==> config.mk <==
export PLATFORM = sky130hd
export DESIGN_NAME = uart_command_frame_parser
export DESIGN_NICKNAME = d
export VERILOG_FILES = /design/src/design/ucfp_pkg.sv /design/src/design/uart_command_frame_parser.sv /design/src/design/ucfp_cfg.sv /design/src/design/ucfp_store.sv /design/src/design/ucfp_ctrl.sv
export VERILOG_INCLUDE_DIRS = /design/src /design/src/design
export SDC_FILE = /design/constraint.sdc
export NUM_CORES = 1
export LEC_CHECK = 0
export BUFFER_PORTS_ARGS = -buffer_cell sky130_fd_sc_hd__buf_2
export CORE_AREA = 2 2 280 282
export DETAILED_ROUTE_END_ITERATION = 10
export DIE_AREA = 0 0 282 284
export PLACE_DENSITY = 0.47
export SYNTH_ARGS = -nofsm -noshare
export SYNTH_HDL_FRONTEND = slang
export SYNTH_SLANG_ARGS = --single-unit
==> constraint.sdc <==
create_clock -name clk -period 3.5 [get_ports clk]
set_clock_uncertainty 0.05 [all_clocks]
set_input_delay 0.7 -clock clk [delete_from_list [all_inputs] [get_ports clk]]
set_output_delay 0.7 -clock clk [all_outputs]
set_load 0.02 [all_outputs]
==> src/design/assert_macros.svh <==
// assertion helpers used by the parser control module
`ifndef ASSERT_MACROS_SVH
`define ASSERT_MACROS_SVH

// checked on every clock edge outside reset
`define UCFP_ASSERT(name, prop, msg) \
  name: assert property (@(posedge clk) disable iff (!rst_n) (prop)) else $error(msg);

// checked on every clock edge, reset included
`define UCFP_ASSERT_ANY(name, prop, msg) \
  name: assert property (@(posedge clk) (prop)) else $error(msg);

`endif

==> src/design/ucfp_pkg.sv <==
package ucfp_pkg;

  localparam int PAYLOAD_DEPTH = 32;
  localparam int STORE_AW      = (PAYLOAD_DEPTH > 1) ? $clog2(PAYLOAD_DEPTH) : 1;
  localparam logic [7:0] DEPTH_B = 8'(PAYLOAD_DEPTH);

  localparam int CFG_IDX_W  = 3;
  localparam int CFG_DATA_W = 16;

  typedef logic [CFG_IDX_W-1:0] cfg_idx_t;

  localparam cfg_idx_t REG_HEADER_FIRST  = 3'd0;
  localparam cfg_idx_t REG_HEADER_SECOND = 3'd1;
  localparam cfg_idx_t REG_CHECK_ENABLE  = 3'd2;
  localparam cfg_idx_t REG_CMD_EXCEED    = 3'd3;
  localparam cfg_idx_t REG_CMD_COUNT     = 3'd4;
  localparam cfg_idx_t REG_CMD_SHORTAGE  = 3'd5;
  localparam cfg_idx_t REG_CMD_CALIBRATE = 3'd6;
  localparam cfg_idx_t REG_CMD_DEBUG     = 3'd7;

  typedef enum logic [2:0] {
    KIND_EXCEED   = 3'd0,
    KIND_COUNT    = 3'd1,
    KIND_SHORTAGE = 3'd2,
    KIND_CALIB    = 3'd3,
    KIND_DEBUG    = 3'd4,
    KIND_UNKNOWN  = 3'd5,
    KIND_CHKERR   = 3'd6
  } kind_t;

  typedef enum logic [3:0] {
    PH_HUNT1,
    PH_HUNT2,
    PH_CMDHI,
    PH_CMDLO,
    PH_LEN,
    PH_DATA,
    PH_TRAIL,
    PH_PLAY_RD,
    PH_PLAY_WR
  } phase_t;

  typedef struct packed {
    logic [7:0]  header_first;
    logic [7:0]  header_second;
    logic        check_enable;
    logic [15:0] cmd_exceed;
    logic [15:0] cmd_count;
    logic [15:0] cmd_shortage;
    logic [15:0] cmd_calibrate;
    logic [15:0] cmd_debug;
  } cfg_t;

  typedef struct packed {
    logic                wr_en;
    logic [STORE_AW-1:0] wr_addr;
    logic [7:0]          wr_data;
    logic                rd_en;
    logic [STORE_AW-1:0] rd_addr;
  } store_req_t;

endpackage

==> src/design/uart_command_frame_parser.sv <==
// channel   direction  handshake          payload
// in        input      in_valid/in_stall  in_rx_byte
// out       output     out_valid/out_stall out_kind, out_value, out_last
// cfg       input      cfg_wr_en          cfg_index, cfg_data
//
// one received word per cycle while a frame is being parsed; the trailer word
// is stalled only while the output register still holds an untaken result
// a debug frame plays its payload from the store memory, each result taking
// a memory read, then an output load, with the input stalled meanwhile
// rst_n is synchronous, active low; the payload store has no reset
// and is only read at entries written in the same frame
module uart_command_frame_parser (
  input  logic        clk,
  input  logic        rst_n,
  input  logic        in_valid,
  output logic        in_stall,
  input  logic [7:0]  in_rx_byte,
  output logic        out_valid,
  input  logic        out_stall,
  output logic [2:0]  out_kind,
  output logic [7:0]  out_value,
  output logic        out_last,
  input  logic        cfg_wr_en,
  input  logic [ucfp_pkg::CFG_IDX_W-1:0]  cfg_index,
  input  logic [ucfp_pkg::CFG_DATA_W-1:0] cfg_data
);

  ucfp_pkg::cfg_t       cfg;
  ucfp_pkg::store_req_t store_req;
  logic [7:0]           store_rd_data;

  ucfp_cfg u_cfg (
    .clk       (clk),
    .rst_n     (rst_n),
    .cfg_wr_en (cfg_wr_en),
    .cfg_index (cfg_index),
    .cfg_data  (cfg_data),
    .cfg       (cfg)
  );

  ucfp_store u_store (
    .clk     (clk),
    .req     (store_req),
    .rd_data (store_rd_data)
  );

  ucfp_ctrl u_ctrl (
    .clk           (clk),
    .rst_n         (rst_n),
    .cfg           (cfg),
    .in_valid      (in_valid),
    .in_stall      (in_stall),
    .in_rx_byte    (in_rx_byte),
    .out_valid     (out_valid),
    .out_stall     (out_stall),
    .out_kind      (out_kind),
    .out_value     (out_value),
    .out_last      (out_last),
    .store_req     (store_req),
    .store_rd_data (store_rd_data)
  );

endmodule

==> src/design/ucfp_cfg.sv <==
module ucfp_cfg (
  input  logic                       clk,
  input  logic                       rst_n,
  input  logic                       cfg_wr_en,
  input  ucfp_pkg::cfg_idx_t         cfg_index,
  input  logic [ucfp_pkg::CFG_DATA_W-1:0] cfg_data,
  output ucfp_pkg::cfg_t             cfg
);

  ucfp_pkg::cfg_t cfg_r;

  always_ff @(posedge clk) begin
    if (!rst_n) begin
      cfg_r.header_first  <= 8'hFF;
      cfg_r.header_second <= 8'h55;
      cfg_r.check_enable  <= 1'b1;
      cfg_r.cmd_exceed    <= 16'd1;
      cfg_r.cmd_count     <= 16'd2;
      cfg_r.cmd_shortage  <= 16'd3;
      cfg_r.cmd_calibrate <= 16'd4;
      cfg_r.cmd_debug     <= 16'd5;
    end else if (cfg_wr_en) begin
      unique case (cfg_index)
        ucfp_pkg::REG_HEADER_FIRST:  cfg_r.header_first  <= cfg_data[7:0];
        ucfp_pkg::REG_HEADER_SECOND: cfg_r.header_second <= cfg_data[7:0];
        ucfp_pkg::REG_CHECK_ENABLE:  cfg_r.check_enable  <= cfg_data[0];
        ucfp_pkg::REG_CMD_EXCEED:    cfg_r.cmd_exceed    <= cfg_data;
        ucfp_pkg::REG_CMD_COUNT:     cfg_r.cmd_count     <= cfg_data;
        ucfp_pkg::REG_CMD_SHORTAGE:  cfg_r.cmd_shortage  <= cfg_data;
        ucfp_pkg::REG_CMD_CALIBRATE: cfg_r.cmd_calibrate <= cfg_data;
        ucfp_pkg::REG_CMD_DEBUG:     cfg_r.cmd_debug     <= cfg_data;
        default: ;
      endcase
    end
  end

  assign cfg = cfg_r;

endmodule

==> src/design/ucfp_store.sv <==
module ucfp_store (
  input  logic                   clk,
  input  ucfp_pkg::store_req_t   req,
  output logic [7:0]             rd_data
);

  logic [7:0] mem [ucfp_pkg::PAYLOAD_DEPTH];
  logic [7:0] rd_data_r;

  always_ff @(posedge clk) begin
    if (req.wr_en) begin
      mem[req.wr_addr] <= req.wr_data;
    end
  end

  always_ff @(posedge clk) begin
    if (req.rd_en) begin
      rd_data_r <= mem[req.rd_addr];
    end
  end

  assign rd_data = rd_data_r;

endmodule

==> src/design/ucfp_ctrl.sv <==
`include "assert_macros.svh"

module ucfp_ctrl (
  input  logic                 clk,
  input  logic                 rst_n,
  input  ucfp_pkg::cfg_t       cfg,
  input  logic                 in_valid,
  output logic                 in_stall,
  input  logic [7:0]           in_rx_byte,
  output logic                 out_valid,
  input  logic                 out_stall,
  output logic [2:0]           out_kind,
  output logic [7:0]           out_value,
  output logic                 out_last,
  output ucfp_pkg::store_req_t store_req,
  input  logic [7:0]           store_rd_data
);

  localparam int AW = ucfp_pkg::STORE_AW;

  ucfp_pkg::phase_t phase_r, phase_nxt;
  logic [15:0]   cmd_r, cmd_nxt;
  logic [7:0]    len_r, len_nxt;
  logic [7:0]    seen_r, seen_nxt;
  logic [7:0]    sum_r, sum_nxt;
  logic [7:0]    fd_r, fd_nxt;
  logic [AW-1:0] idx_r, idx_nxt;
  logic [AW-1:0] play_last_r, play_last_nxt;

  logic          out_valid_r;
  ucfp_pkg::kind_t out_kind_r, out_kind_nxt;
  logic [7:0]    out_value_r, out_value_nxt;
  logic          out_last_r, out_last_nxt;
  logic          out_load;

  logic          playing;
  logic          in_fire;
  logic          out_free;
  logic [7:0]    b;
  logic [7:0]    seen_inc;
  logic [7:0]    fd_now;
  logic [7:0]    play_n;
  logic          chk_bad;

  assign b        = in_rx_byte;
  assign playing  = (phase_r == ucfp_pkg::PH_PLAY_RD) || (phase_r == ucfp_pkg::PH_PLAY_WR);
  assign out_free = !out_valid_r || !out_stall;
  // only the trailer word makes a result, so only it waits on the output register
  assign in_stall = playing || ((phase_r == ucfp_pkg::PH_TRAIL) && !out_free);
  assign in_fire  = in_valid && !in_stall;

  assign seen_inc = seen_r + 8'd1;
  assign fd_now   = (len_r == 8'd0) ? b : fd_r;
  assign play_n   = (len_r < ucfp_pkg::DEPTH_B) ? len_r : ucfp_pkg::DEPTH_B;
  assign chk_bad  = cfg.check_enable && ((8'd0 - sum_r) != b);

  always_comb begin
    phase_nxt     = phase_r;
    cmd_nxt       = cmd_r;
    len_nxt       = len_r;
    seen_nxt      = seen_r;
    sum_nxt       = sum_r;
    fd_nxt        = fd_r;
    idx_nxt       = idx_r;
    play_last_nxt = play_last_r;
    out_load      = 1'b0;
    out_kind_nxt  = ucfp_pkg::KIND_UNKNOWN;
    out_value_nxt = 8'd0;
    out_last_nxt  = 1'b1;
    store_req.wr_en   = 1'b0;
    store_req.wr_addr = seen_r[AW-1:0];
    store_req.wr_data = b;
    store_req.rd_en   = 1'b0;
    store_req.rd_addr = idx_r;

    unique case (phase_r)
      ucfp_pkg::PH_HUNT1: begin
        if (in_fire && b == cfg.header_first) begin
          sum_nxt   = b;
          phase_nxt = ucfp_pkg::PH_HUNT2;
        end
      end
      ucfp_pkg::PH_HUNT2: begin
        if (in_fire) begin
          priority if (b == cfg.header_second) begin
            sum_nxt   = sum_r + b;
            phase_nxt = ucfp_pkg::PH_CMDHI;
          end else if (b == cfg.header_first) begin
            // restart the header on this word
            sum_nxt = b;
          end else begin
            phase_nxt = ucfp_pkg::PH_HUNT1;
          end
        end
      end
      ucfp_pkg::PH_CMDHI: begin
        if (in_fire) begin
          cmd_nxt   = {b, 8'd0};
          sum_nxt   = sum_r + b;
          phase_nxt = ucfp_pkg::PH_CMDLO;
        end
      end
      ucfp_pkg::PH_CMDLO: begin
        if (in_fire) begin
          cmd_nxt   = {cmd_r[15:8], b};
          sum_nxt   = sum_r + b;
          phase_nxt = ucfp_pkg::PH_LEN;
        end
      end
      ucfp_pkg::PH_LEN: begin
        if (in_fire) begin
          len_nxt   = b;
          seen_nxt  = 8'd0;
          sum_nxt   = sum_r + b;
          phase_nxt = (b == 8'd0) ? ucfp_pkg::PH_TRAIL : ucfp_pkg::PH_DATA;
        end
      end
      ucfp_pkg::PH_DATA: begin
        if (in_fire) begin
          if (seen_r == 8'd0) begin
            fd_nxt = b;
          end
          // words past the store depth are dropped
          store_req.wr_en = (seen_r < ucfp_pkg::DEPTH_B);
          seen_nxt = seen_inc;
          sum_nxt  = sum_r + b;
          if (seen_inc >= len_r) begin
            phase_nxt = ucfp_pkg::PH_TRAIL;
          end
        end
      end
      ucfp_pkg::PH_TRAIL: begin
        if (in_fire) begin
          fd_nxt    = fd_now;
          phase_nxt = ucfp_pkg::PH_HUNT1;
          out_load  = 1'b1;
          priority if (chk_bad) begin
            out_kind_nxt = ucfp_pkg::KIND_CHKERR;
          end else if (cmd_r == cfg.cmd_exceed) begin
            out_kind_nxt  = ucfp_pkg::KIND_EXCEED;
            out_value_nxt = {7'd0, fd_now == 8'd1};
          end else if (cmd_r == cfg.cmd_count) begin
            out_kind_nxt  = ucfp_pkg::KIND_COUNT;
            out_value_nxt = fd_now;
          end else if (cmd_r == cfg.cmd_shortage) begin
            out_kind_nxt  = ucfp_pkg::KIND_SHORTAGE;
            out_value_nxt = fd_now;
          end else if (cmd_r == cfg.cmd_calibrate) begin
            out_kind_nxt  = ucfp_pkg::KIND_CALIB;
            out_value_nxt = fd_now;
          end else if (cmd_r == cfg.cmd_debug) begin
            out_kind_nxt = ucfp_pkg::KIND_DEBUG;
            if (play_n != 8'd0) begin
              // play the stored payload out of the memory
              out_load      = 1'b0;
              idx_nxt       = '0;
              play_last_nxt = AW'(play_n - 8'd1);
              phase_nxt     = ucfp_pkg::PH_PLAY_RD;
            end
          end else begin
            out_kind_nxt = ucfp_pkg::KIND_UNKNOWN;
          end
        end
      end
      ucfp_pkg::PH_PLAY_RD: begin
        store_req.rd_en = 1'b1;
        phase_nxt       = ucfp_pkg::PH_PLAY_WR;
      end
      ucfp_pkg::PH_PLAY_WR: begin
        if (out_free) begin
          out_load      = 1'b1;
          out_kind_nxt  = ucfp_pkg::KIND_DEBUG;
          out_value_nxt = store_rd_data;
          out_last_nxt  = (idx_r == play_last_r);
          if (idx_r == play_last_r) begin
            phase_nxt = ucfp_pkg::PH_HUNT1;
          end else begin
            idx_nxt   = idx_r + 1'b1;
            phase_nxt = ucfp_pkg::PH_PLAY_RD;
          end
        end
      end
      default: phase_nxt = ucfp_pkg::PH_HUNT1;
    endcase
  end

  always_ff @(posedge clk) begin
    if (!rst_n) begin
      phase_r     <= ucfp_pkg::PH_HUNT1;
      out_valid_r <= 1'b0;
    end else begin
      phase_r <= phase_nxt;
      if (out_load) begin
        out_valid_r <= 1'b1;
      end else if (!out_stall) begin
        out_valid_r <= 1'b0;
      end
    end
  end

  always_ff @(posedge clk) begin
    cmd_r       <= cmd_nxt;
    len_r       <= len_nxt;
    seen_r      <= seen_nxt;
    sum_r       <= sum_nxt;
    fd_r        <= fd_nxt;
    idx_r       <= idx_nxt;
    play_last_r <= play_last_nxt;
    if (out_load) begin
      out_kind_r  <= out_kind_nxt;
      out_value_r <= out_value_nxt;
      out_last_r  <= out_last_nxt;
    end
  end

  assign out_valid = out_valid_r;
  assign out_kind  = out_kind_r;
  assign out_value = out_value_r;
  assign out_last  = out_last_r;

  `UCFP_ASSERT(a_play_idx_range, playing |-> (idx_r <= play_last_r), "play index past end")
  `UCFP_ASSERT(a_load_when_free, out_load |-> out_free, "result overwrites a held word")
  `UCFP_ASSERT(a_no_input_in_play, playing |-> !in_fire, "input taken during playback")
  `UCFP_ASSERT(a_last_ends_play, (phase_r == ucfp_pkg::PH_PLAY_WR && out_load && out_last_nxt) |=> (phase_r == ucfp_pkg::PH_HUNT1), "playback did not end on last word")
  `UCFP_ASSERT_ANY(a_reset_clears_out, !rst_n |=> !out_valid_r, "output valid after reset")

endmodule
After elaboration in Yosys (flattened, before gate mapping)
Memory sizes are Yosys's and may differ from the RTL's. A register that Yosys moved wholly into a read port is not among the register bits.
Cells that the tools add are included.
W data, S select, Z words.

word-level totals
  flip-flop bits (word level) = 172
  RAM bits = 256
  output and inout bits = 14
  word-level logic and storage cells = 208
  memories kept = 1

operators by class
  $add $sub $neg = 5
  $lt $le $gt $ge = 3
  eq/ne operators = 47
  mux-type cells = 84
  bitwise logic cells = 6
  reductions and logical operators = 41

memories
  name         depth  width  read ports  clocked after Yosys merged registers in  write ports  RTL line         RTL
  u_store.mem  32     8      1           1                                        1            ucfp_store.sv:7  logic [7:0] mem [ucfp_pkg::PAYLOAD_DEPTH];

operators with widths
  kind                  number
  $mux W8               20
  $eq A16 B16 Y1        5
  $mux W4               17
  $mux W5               10
  $pmux W8 S2           3
  $pmux W4 S9           1
  $pmux W16 S2          1
  $logic_not A8 Y1      3
  $mux W3               8
  $ne A2 B1 Y1 const B  12
  $pmux W8 S3           1
  $reduce_and A2 Y1     10
  $mux W1               18
  $eq A4 B3 Y1 const B  4
  $eq A8 B8 Y1          2
  $lt A8 B6 Y1 const B  2
  $mux W16              1
  $ne A2 B2 Y1 const B  8
  $eq A3 B3 Y1 const B  4
  $reduce_and A11 Y1    1
  $pmux W5 S2           1
  $reduce_and A10 Y1    1
  $reduce_and A3 Y1     3
  $reduce_and A9 Y1     1
  31 further kinds      49

Depth between registers and ports, before layout
Gate-level depths: netlist (run 1).

  word-level depth = 13
  mapped depth = 11

By module
From an unflattened synthesis (run 1), not the netlist that was laid out.

second synthesis, totals
  cells, all modules = 1331
  area total of the unflattened synthesis = 19481.2 um2

by module, submodules not included
  module      instances  cells each  area an instance (um2)
  ucfp_store  1          417         10133.5
  ucfp_ctrl   1          561         5646.7
  ucfp_cfg    1          353         3701.0

Worst setup path after synthesis (run 1)
OpenSTA, ideal clock, no wires.

  path kind = input to register
  from = in in_rx_byte[3]
  to = reg u_ctrl.idx_r[0], enable pin
  library setup time = 0.376 ns
  data arrival time = 2.672 ns
  data required time = 3.074 ns
  path slack = 0.402 ns
  stages = 7
  cell sequence = buf_6 xor2_2 xnor2_1 or3_4 o41ai_4 a31oi_1 a211oi_1

between the ends
  cells in the longest elaborated chain, start to end = 4

RTL lines
  element                              RTL line                         RTL
  start: declaration                   uart_command_frame_parser.sv:17  input logic [7:0] in_rx_byte,
  $ne A8 B8 Y1                         ucfp_ctrl.sv:55                  assign chk_bad = cfg.check_enable && ((8'd0 - sum_r) != b);
  $logic_and A1 B1 Y1                  ucfp_ctrl.sv:55
  $ne A2 B2 Y1 (no source line)        --
  $reduce_and A11 Y1 (no source line)  --
  end signal: assignment               ucfp_ctrl.sv:207                 idx_r <= idx_nxt;
  end: declaration                     ucfp_ctrl.sv:27                  logic [AW-1:0] idx_r, idx_nxt;

Every way passes these cells.
A chain may end at the register's enable or synchronous reset.

Final worst setup path (run 1)
  from = reg u_ctrl.phase_r[0]
  to = reg u_ctrl.fd_r[0], enable pin

between the ends
  cells in the longest elaborated chain, start to end = 7

RTL lines
  element                                                    RTL line                          RTL
  start: declaration                                         ucfp_ctrl.sv:21                   ucfp_pkg::phase_t phase_r, phase_nxt;
  start signal: assignment                                   ucfp_ctrl.sv:189                  phase_r <= ucfp_pkg::PH_HUNT1;
  start signal: assignment                                   ucfp_ctrl.sv:192                  phase_r <= phase_nxt;
  $eq A4 B3 Y1 (tied with other cells)                       ucfp_ctrl.sv:46                   assign playing = (phase_r == ucfp_pkg::PH_PLAY_RD) || (phase_r == ucfp_pkg::PH_PLAY_WR);
  $logic_or A1 B1 Y1 or $logic_and A1 B1 Y1 (tied branches)  ucfp_ctrl.sv:46, ucfp_ctrl.sv:49
  $logic_or A1 B1 Y1                                         ucfp_ctrl.sv:49                   assign in_stall = playing || ((phase_r == ucfp_pkg::PH_TRAIL) && !out_free);
  $logic_not A1 Y1                                           ucfp_ctrl.sv:50                   assign in_fire = in_valid && !in_stall;
  $logic_and A1 B1 Y1                                        ucfp_ctrl.sv:50
  $ne A2 B1 Y1 (no source line)                              --
  $reduce_and A4 Y1 (no source line) (*)                     --
  end signal: assignment                                     ucfp_ctrl.sv:206                  fd_r <= fd_nxt;
  end: declaration                                           ucfp_ctrl.sv:26                   logic [7:0] fd_r, fd_nxt;

Every way passes the cells marked *; elsewhere a longest branch is shown, timed or not.

==> flow_summary.json, run 1 <==
{
  "core_um2": 77000,
  "cp_cell_sequence": "nand2b_1 -> or2_2 -> or4_1 -> nor2_1 -> nand2_1 -> o21ai_0 -> buf_4",
  "drive_gt1_share_pct": 19.8,
  "finalHoldViolCount": 0,
  "vdd_ir_drop_max_v": 0.000328,
  "grt_usage_pct": 12.9,
  "fin_crit_ns": 3.07,
  "ctsResizeCount": 0,
  "worstPathRequired_ns": 3.71,
  "htreeDepth": 2,
  "hold_start": "cfg_data[0]",
  "max_cap_viol_count": 0,
  "ys_seq_area_share_pct": 63.0,
  "synthCells": 1400,
  "clkPwrFrac_pct": 44.8,
  "ant_nets": 0,
  "hold_path_depth": 3,
  "critPathBufInv": 1,
  "root_buffer": "clkbuf_16",
  "post-route-drc-count": 0,
  "cpPeakStageDelay_ns": 0.53,
  "dp_hpwl_um": 35900,
  "comb_power_share_pct": 3.0,
  "worstMarginPinSlew_ns": 1.23,
  "worst_slack_ns": 0.428,
  "dr.pass1.iters": 5,
  "placement.io_buffers": 45,
  "critPathArrivalTime_ns": 3.28,
  "finish.utilization_pct": 29.2,
  "synth_edf_count": 334,
  "drt-total-wl_um": 51600,
  "diodes": 0,
  "p_leak_nw": 7.25,
  "hold_class": "primary input to flip-flop",
  "post-place-ws_ns": 0.427,
  "die_w_um": 282,
  "io_pins": 46,
  "syn_nets": 1455,
  "period_share_pct": 87.8,
  "cp-start-kind": "flip-flop",
  "syn_avg_cell_area_um2": 13.7,
  "postCtsSetupBuffers": 0,
  "wl_per_cell_um": 20.1,
  "synth_area_um2": 19200,
  "slew_headroom_pct": 17.9,
  "ys_async_sr_fraction_pct": 0,
  "p_sw_mw": 2.33,
  "cp_max_fo": 10,
  "yosysWarnings": 0,
  "cellPowerDensity_nw_per_um2": 478,
  "reg2reg_from": "u_ctrl.phase_r[0]",
  "r2r_end": "u_ctrl.fd_r[0]",
  "grt_max_degree": 45,
  "clockBufferDepth": 3,
  "clock_sink_count": 436,
  "start_util_pct": 24.9,
  "clk_pin_slew_ns": 0.06,
  "rsz0062_at_grt": "no",
  "synth_top_flop_cell": "edfxtp_1",
  "synth_seq_cells": 436,
  "clk_latency_ns": 0.59,
  "viasPerCell": 4.46,
  "nets": 1543,
  "holdPathEnd": "u_cfg.cfg[16]",
  "finalMaxSlewViolations": 0,
  "grt_antenna_before_repair": 4,
  "cts_buffers": 47,
  "dieArea_um2": 80100,
  "grt_pass1_vias": 11700,
  "area_delta_synth_final_pct": 17.3,
  "grt-ovfl-total": 0,
  "grt_pass1_wl_um": 76800,
  "cp_top_family": "simple AND/OR/NAND/NOR gates",
  "fmax_mhz": 326,
  "tns_ns": 0,
  "ys_types": 61,
  "place.gp.congestion": 0.811,
  "crit_cells": 7,
  "critPathCaptureType": "flip-flop",
  "cts-hold-fix-buffers": 0,
  "layout_common_cells": "edfxtp_1, nand2_1, dfxtp_1",
  "p_int_mw": 8.41,
  "criticalPathCategory": "flip-flop to flip-flop",
  "setup_viol": 0,
  "p_seq_share_pct": 52.1,
  "final_common_cell": "edfxtp_1",
  "worst_r2r_path_depth": 7,
  "status": "finished, final reports clean",
  "cts_tree": "yes",
  "vias": 11400,
  "drt_iter0_markers": 749,
  "fp.dieH_um": 284,
  "regToRegSetupSlack_ns": 0.43,
  "crit_path_top_delay_cell": "dfxtp_1",
  "rows": 102,
  "p_sw_share_pct": 21.7
}
## metal layers
layer | GRT usage (%) | vias up | part of all wire (%)
li1 | - | 5323 | -
met1 | 18.3 | 5790 | 47
met2 | 20.5 | 257 | 47
met3 | 2.03 | 65 | 4.8
met4 | 2.87 | 2 | 1.7
met5 | 0 | - | 0.031
## sequential cells by signal, indices dropped and copies added (netlist names), 5 cells and up
signal,cells
u_cfg.cfg,97
u_ctrl.cmd_r,16
u_ctrl.fd_r,8
u_ctrl.idx_r,5
u_ctrl.len_r,8
u_ctrl.out_value,8
u_ctrl.play_last_r,5
u_ctrl.seen_r,8
u_ctrl.sum_r,8
u_store.mem,256
u_store.rd_data,8
## cell usage after synthesis, drive strengths merged, types with 7 or more instances
| library cell | number | area, um2 |
|---|---|---|
| nor2 | 64 | 240 |
| nand4 | 22 | 138 |
| mux2i | 7 | 70.1 |
| o211ai | 7 | 52.6 |
| mux4 | 80 | 1800 |
| inv | 22 | 82.6 |
| ha | 22 | 275 |
| mux2 | 17 | 191 |
| xor2 | 48 | 428 |
| nor3 | 20 | 100 |
| clkbuf | 57 | 214 |
| a21oi | 15 | 75.1 |
| xnor2 | 77 | 674 |
| buf | 23 | 120 |
| nand2 | 237 | 892 |
| and2 | 11 | 68.8 |
| edfxtp | 334 | 10000 |
| nand2b | 8 | 50.1 |
| o21ai | 20 | 100 |
| nand3 | 26 | 130 |
| dfxtp | 102 | 2040 |
| a21boi | 77 | 578 |
| nor2b | 19 | 119 |
| nor4 | 16 | 100 |
## power by group through the flow
| stage | clock network [mW] | logic (mW) | registers [mW] |
|---|---|---|---|
| 2_1_floorplan | 0 | 0.153 | 5.70 |
| 3_3_place_gp | 0 | 0.322 | 5.71 |
| 3_5_place_dp | 0 | 0.329 | 5.71 |
| 4_1_cts | 4.95 | 0.330 | 5.60 |
| 5_1_grt | 5.14 | 0.358 | 5.60 |
| 6_report | 4.82 | 0.323 | 5.60 |
## worst min-delay path: cells and delay by family
family,cells,cell delay (ns)
simple gates,1,0.05
buf+inv,1,0.11
compound gates,1,0.07
## cell type report
type	instances	area (um2)
sequential	436	12100
clock buffer	56	1260
inverter	22	82.6
timing repair buffer	119	856
clock inverter	29	221
tap	1040	1300
fill	7762	54500
multi-input combinational	862	6670
## worst max-delay path by stage
stage	startpoint	endpoint	slack, ns
6_report	u_ctrl.phase_r[0]	u_ctrl.fd_r[0]	0.43
5_1_grt	u_ctrl.phase_r[2]	u_ctrl.fd_r[0]	0.21
4_1_cts	u_ctrl.phase_r[2]	u_ctrl.fd_r[0]	0.43
3_5_place_dp	in_rx_byte[4]	u_ctrl.sum_r[7]	0.43
3_3_place_gp	u_ctrl.phase_r[0]	u_ctrl.fd_r[1]	0.46
2_1_floorplan	in_rx_byte[3]	u_ctrl.idx_r[0]	0.40
## kinds of logic (layout without fill, tap and decap cells)
kind of cell / count (synthesis) / after routing / share of synthesized area, %
flops: 436 / 436 / 63.0
buf+inv: 102 / 226 / 2.18
mux: 104 / 104 / 10.8
fa+ha+maj: 23 / 23 / 1.54
compound gates: 159 / 159 / 6.05
xor+xnor: 125 / 125 / 5.76
simple gates: 451 / 451 / 10.7
## per-stage QoR
| step | cells | instance area, um2 | power [mW] | hold slack, ns |
|---|---|---|---|---|
| 2_1_floorplan | 1400 | 19200 | 5.86 | 0.405 |
| 3_3_place_gp | 2479 | 21000 | 6.04 | 0.416 |
| 3_5_place_dp | 2479 | 21000 | 6.04 | 0.426 |
| 4_1_cts | 2564 | 22500 | 10.9 | 0.310 |
| 5_1_grt | 2564 | 22500 | 11.1 | 0.339 |
| 6_report | 2564 | 22500 | 10.7 | 0.345 |
Power figures use the tool's default switching activity.
==> run 2, diff against run 1 <==
CORE_AREA = 2 2 283 285   (was 2 2 280 282)
DIE_AREA = 0 0 285 287   (was 0 0 282 284)
PLACE_DENSITY = 0.46   (was 0.47)
SYNTH_HIERARCHICAL = 1   (was not set)
==> run 2 against run 1 <==
  * Synthesized cell count is 4.9% lower
  * Utilization is 0.19 points lower
  * Via count is 4.3% lower
  * First-iteration DRC count is 4.4% higher
  * Global-route usage is 0.73 points lower
  * Fmax is 3.5% lower
  * Sequential power hardly changed
  * Combinational power is 4% lower
  * Total power is 5.3% higher
  * Area after synthesis is 1.7% higher
  * Critical path depth is 1 lower
  * Clock power is 12% higher
  * Critical endpoint is now in_stall
==> flow_summary.json, run 2 <==
{
  "tns_ns": 0,
  "dr.pass1.iters": 5,
  "drive_gt1_share_pct": 21.7,
  "grt_pass1_wl_um": 74700,
  "synth_most_common_cell": "edfxtp_1",
  "p_total_mw": 11.3,
  "gr-usage-met3_pct": 2.17,
  "setup_viol": 0,
  "postLayoutCellArea_um2": 22800,
  "worst_r2r_path_depth": 8,
  "cts_buffers": 50,
  "clkPwrFrac_pct": 47.8,
  "hold_path_depth": 3,
  "synth_seq_cells": 436,
  "r2r_end": "u_store/mem[0][4]",
  "synth_area_um2": 19500,
  "cp-start-kind": "flip-flop",
  "period_share_pct": 91.0,
  "holdPathEnd": "u_cfg/cfg[92]",
  "postCtsSetupBuffers": 0,
  "finish.utilization_pct": 29.0,
  "synth_edf_count": 334,
  "p_seq_share_pct": 49.5,
  "area_delta_synth_final_pct": 17.0,
  "clock_sink_count": 436,
  "place.gp.congestion": 0.762,
  "clockBufferDepth": 3,
  "p_sw_mw": 2.39,
  "critPathArrivalTime_ns": 2.43,
  "syn_nets": 1384,
  "post-place-ws_ns": 0.314,
  "ys_seq_area_share_pct": 62.0,
  "wl_per_cell_um": 20.0,
  "status": "finished, final reports clean",
  "synthTopCellsByCount": "edfxtp_1, nand2_1, mux2i_1",
  "critPathCaptureType": "output pin",
  "cts_tree": "yes",
  "grt_max_degree": 69,
  "post-route-drc-count": 0,
  "comb_power_share_pct": 2.7,
  "p_sw_share_pct": 21.1,
  "drt_iter0_markers": 782,
  "synthCells": 1331,
  "regMostFlops": "u_store/mem",
  "grt_usage_pct": 12.1,
  "grt_pass1_vias": 11300,
  "core_um2": 78600,
  "synth.top_cell.area_share_pct": 51.5,
  "slew_headroom_pct": 43.2,
  "placement.io_buffers": 45,
  "ys_types": 75,
  "ys_async_sr_fraction_pct": 0,
  "htreeDepth": 2,
  "top_usage_layer": "met2",
  "hold_start": "cfg_data[3]",
  "largest_reg_flops": 256,
  "netlist_top_cells_area": "edfxtp_1, dfxtp_1, mux4_2",
  "clk_pin_slew_ns": 0.06,
  "dieArea_um2": 81800,
  "placed_cell_area_um2": 21100,
  "syn_avg_cell_area_um2": 14.6,
  "criticalPathCategory": "flip-flop to output pin",
  "start_util_pct": 24.8,
  "worstMarginPinSlew_ns": 0.848,
  "vias": 10900,
  "worst_slack_ns": 0.315,
  "root_buffer": "clkbuf_16",
  "use_met2_pct": 20.1,
  "grt_antenna_before_repair": 5,
  "finalHoldViolCount": 0,
  "vdd_ir_drop_max_v": 0.000387,
  "p_int_mw": 8.93,
  "drt-total-wl_um": 49900,
  "synth_top_flop_cell": "edfxtp_1",
  "dpl.cell_count": 2405,
  "grt-ovfl-total": 0,
  "met1_usage_pct": 16.3,
  "fp.dieH_um": 287,
  "ctsResizeCount": 0,
  "rsz0062_at_grt": "no",
  "yosys.area.top_type": "edfxtp_1",
  "diodes": 0,
  "clk_latency_ns": 0.61,
  "fin_crit_ns": 3.18,
  "viasPerCell": 4.38,
  "yosysWarnings": 6,
  "dp_hpwl_um": 33700,
  "final_common_cell": "edfxtp_1",
  "rows": 103,
  "fmax_mhz": 314,
  "fillCellCount": 7937,
  "die_w_um": 285,
  "final_cells": 2497,
  "layout_common_cells": "edfxtp_1, nand2_1, mux2i_1",
  "hold_class": "primary input to flip-flop",
  "holdWs_ns": 0.321,
  "cp_max_fo": 8,
  "p_leak_nw": 8.12,
  "cellPowerDensity_nw_per_um2": 496,
  "nets": 1460,
  "max_cap_viol_count": 0,
  "worstPathRequired_ns": 2.75,
  "io_pins": 46,
  "ant_nets": 0,
  "reg2reg_from": "u_ctrl/phase_r[0]",
  "cts-hold-fix-buffers": 0,
  "finalMaxSlewViolations": 0,
  "regToRegSetupSlack_ns": 0.37
}
==> run 2: cell types whose count changed in the layout (fill, tap and decap cells not counted), sizes merged, moves of 6 or more <==
cell	change
nor3	-7
xnor2	-39
and3	+7
nand2	-105
mux2i	+101
nand4	-8
a21boi	-77
nand3	-13
nor4	+9
xor2	+40
bufinv	+6
nand2b	-6
nor2b	+24
==> run 2: final cells by class <==
type                    count  area [um2]  share of cell area [%]
inverters                  18        67.6                   0.296
repair buffers            116         811                    3.56
multi-input cells         785        6820                    29.9
clock inverters            36         430                    1.89
well taps                1050        1310                    5.76
flip-flops and latches    436       12100                    52.9
clock buffers              56        1280                    5.63
==> run 2: logic make-up (layout without fill, tap and decap cells) <==
group                      Yosys count  in the layout  share of synthesized area, %
AOI/OAI and AO/OA                   73             73                          2.56
xor gates and xnor gates           126            126                          5.70
adders and majority gates           21             21                          1.39
buffers and inverters              110            226                          3.02
DFF                                436            436                          62.0
muxes                              207            207                          15.9
and+or+nand+nor                    358            358                          9.47
==> run 2: metal layers <==
layer	vias up	part of all wire [%]
met5	-	0
met4	0	2.2
met3	70	4.4
met2	208	47
met1	5557	46
li1	5108	-
==> run 2: worst max path at each step <==
stage / startpoint / endpoint / slack, ns / cells after the start
3_3_place_gp: in_rx_byte[6] / u_ctrl/idx_r[3] / 0.33 / 8
5_1_grt: u_ctrl/phase_r[2] / in_stall / 0.17 / 6
4_1_cts: u_ctrl/phase_r[1] / in_stall / 0.32 / 7
3_5_place_dp: in_rx_byte[6] / u_ctrl/idx_r[0] / 0.31 / 8
6_report: u_ctrl/phase_r[2] / in_stall / 0.32 / 6
2_1_floorplan: u_ctrl/phase_r[2] / u_store/mem[0][0] / 0.45 / 9
==> run 2: critical path, stage by stage (launching register included) <==
cell	delay, ns
dfxtp_1	0.35
inv_2	0.08
nor2_1	0.14
buf_4	0.18
nand2_1	0.09
o21ai_0	0.67
buf_2	0.30
==> run 2: power groups by stage <==
stage / sequential (mW) / combinational (mW) / clock, mW
2_1_floorplan: 5.70 / 0.203 / 0
3_3_place_gp: 5.71 / 0.314 / 0
3_5_place_dp: 5.71 / 0.319 / 0
4_1_cts: 5.60 / 0.320 / 5.58
5_1_grt: 5.60 / 0.345 / 5.76
6_report: 5.60 / 0.311 / 5.41
==> run 3, diff against run 2 <==
PLACE_DENSITY = not set   (was 0.46)
PLACE_DENSITY_LB_ADDON = 0.1   (was not set)
==> run 3 against run 2 <==
  * Cell area increased by 0.83%
  * Hold slack better by 0.038 ns
  * Utilization grew 0.24 points
  * Sequential power about the same
  * Critical endpoint unchanged
  * Fmax down 1.5%
  * Critical path depth unchanged
  * First-iteration DRC count shrank 18%
  * Highest routed layer unchanged
  * Wire length up 11%
  * Non-clock buffer count is 16 higher
  * Final cell count increased by 0.84%
  * Sequential share of layout area decreased by 0.44 points
  * Combinational power increased by 2%
==> flow_summary.json, run 3 (synthesis gave the netlist of run 2 again) <==
{
  "status": "finished, final reports clean",
  "placement.io_buffers": 45,
  "max_cap_viol_count": 0,
  "critPathArrivalTime_ns": 2.48,
  "worstPathRequired_ns": 2.75,
  "fmax_mhz": 309,
  "start_util_pct": 24.8,
  "grt_antenna_before_repair": 0,
  "period_share_pct": 92.4,
  "setup_viol": 0,
  "io_pins": 46,
  "ant_nets": 0,
  "dieArea_um2": 81800,
  "grt_usage_pct": 13.6,
  "setup.worst_path.start": "u_ctrl/phase_r[2]",
  "grt_max_degree": 72,
  "root_buffer": "clkbuf_16",
  "clk_pin_slew_ns": 0.06,
  "critPathCaptureType": "output pin",
  "final_common_cell": "edfxtp_1",
  "layout_common_cells": "edfxtp_1, nand2_1, mux2i_1",
  "met3_length_um": 2210,
  "clock_sink_count": 436,
  "final_cells": 2518,
  "hold_path_depth": 3,
  "p_leak_nw": 8.24,
  "dpl.cell_count": 2421,
  "holdPathEnd": "u_cfg/cfg[92]",
  "viasPerCell": 4.38,
  "ctsResizeCount": 0,
  "cpPeakStageDelay_ns": 0.53,
  "cts-hold-fix-buffers": 0,
  "vdd_ir_drop_max_v": 0.000341,
  "drt-total-wl_um": 55200,
  "cts_buffers": 53,
  "clockBufferDepth": 3,
  "hold_start": "cfg_data[3]",
  "die_w_um": 285,
  "regToRegSetupSlack_ns": 0.39,
  "rsz0062_at_grt": "no",
  "tns_ns": 0,
  "grt_pass1_wl_um": 81900,
  "cp-start-kind": "flip-flop",
  "largest_reg_flops": 256,
  "place.gp.congestion": 0.759,
  "post-route-drc-count": 0,
  "worst_r2r_path_depth": 8,
  "r2r_end": "u_store/mem[0][4]",
  "cts_tree": "yes",
  "drt_iter0_markers": 645,
  "nets": 1479,
  "postCtsSetupBuffers": 0,
  "slew_headroom_pct": 37.7,
  "cellPowerDensity_nw_per_um2": 495,
  "diodes": 0,
  "cp_max_fo": 9,
  "postLayoutCellArea_um2": 23000,
  "drive_gt1_share_pct": 23.0,
  "htreeDepth": 2,
  "grt-ovfl-total": 0,
  "crit_path_top_delay_cell": "dfxtp_1",
  "rows": 103,
  "finalMaxSlewViolations": 0,
  "wl_per_cell_um": 21.9,
  "vias": 11000,
  "fp.dieH_um": 287,
  "finalHoldViolCount": 0,
  "wl_met1_um": 25200,
  "dp_hpwl_um": 38000,
  "fin_crit_ns": 3.23,
  "cp_cell_sequence": "inv_2 -> nor2_1 -> buf_4 -> nand2_1 -> o21ai_0 -> buf_2",
  "dr_wl_met2_um": 26800,
  "area_delta_synth_final_pct": 18.0,
  "reg2reg_from": "u_ctrl/phase_r[2]",
  "top_layer": "met4",
  "placed_cell_area_um2": 21300,
  "grt_pass1_vias": 11600,
  "criticalPathCategory": "flip-flop to output pin",
  "regMostFlops": "u_store/mem",
  "dr.pass1.iters": 5,
  "worstMarginPinSlew_ns": 0.931,
  "clk_latency_ns": 0.62,
  "core_um2": 78600,
  "hold_class": "primary input to flip-flop"
}
run 3: cell types whose count changed in the layout (fill, tap and decap cells not counted), moves of 2 or more:
cell / delta
clkinv_2: +4
clkbuf_16: +3
buf_4: +12
clkinv_1: -2
bufinv_16: -4
buf_12: +4
clkbuf_8: +5
run 3: how the worst max path moves through the flow:
| stage | end | cells after the start | slack (ns) |
|---|---|---|---|
| global placement | u_ctrl/sum_r[7] | 9 | 0.28 |
| floorplan | u_store/mem[0][0] | 9 | 0.45 |
| CTS | in_stall | 6 | 0.20 |
| finish | in_stall | 6 | 0.27 |
| detailed placement | u_ctrl/sum_r[7] | 9 | 0.24 |
| global route | u_ctrl/phase_r[2] | 9 | 0.06 |
run 3: report_power, final:
group,switching (mW),internal [mW],total (mW)
registers,0.0188,5.58,5.60
logic,0.212,0.106,0.318
clock network,2.27,3.20,5.47
total,2.50,8.88,11.4
run 3: worst max-delay path: cells and delay by family (launching register included):
family / cells / cell delay, ns
buffers and inverters: 3 / 0.60
flip-flops: 1 / 0.53
AO/OA/AOI/OAI: 1 / 0.50
AND/OR/NAND/NOR: 2 / 0.25
run 3: through the flow:
step | hold WS, ns | power [mW] | worst slack (ns) | utilization, %
floorplan | 0.396 | 5.90 | 0.453 | -
global placement | 0.405 | 6.03 | 0.277 | 27.0
detailed placement | 0.408 | 6.03 | 0.238 | 27.0
CTS | 0.327 | 11.6 | 0.198 | 29.2
global route | 0.351 | 11.8 | 0.0550 | 29.2
finish | 0.360 | 11.4 | 0.267 | 29.2
run 3: cell type report:
type / instances / area, um2
clock buffers: 64 / 1430
well taps: 1050 / 1310
repair buffers: 132 / 981
fillers: 7918 / 55600
flip-flops and latches: 436 / 12100
clock inverters: 33 / 305
inverters: 18 / 67.6
multi-input cells: 785 / 6820
run 3: metal layers:
| layer | up-vias | global-route usage (%) |
|---|---|---|
| li1 | 5145 | - |
| met1 | 5639 | 17.8 |
| met2 | 164 | 23.2 |
| met3 | 71 | 2.62 |
| met4 | 0 | 3.18 |
| met5 | - | 0 |
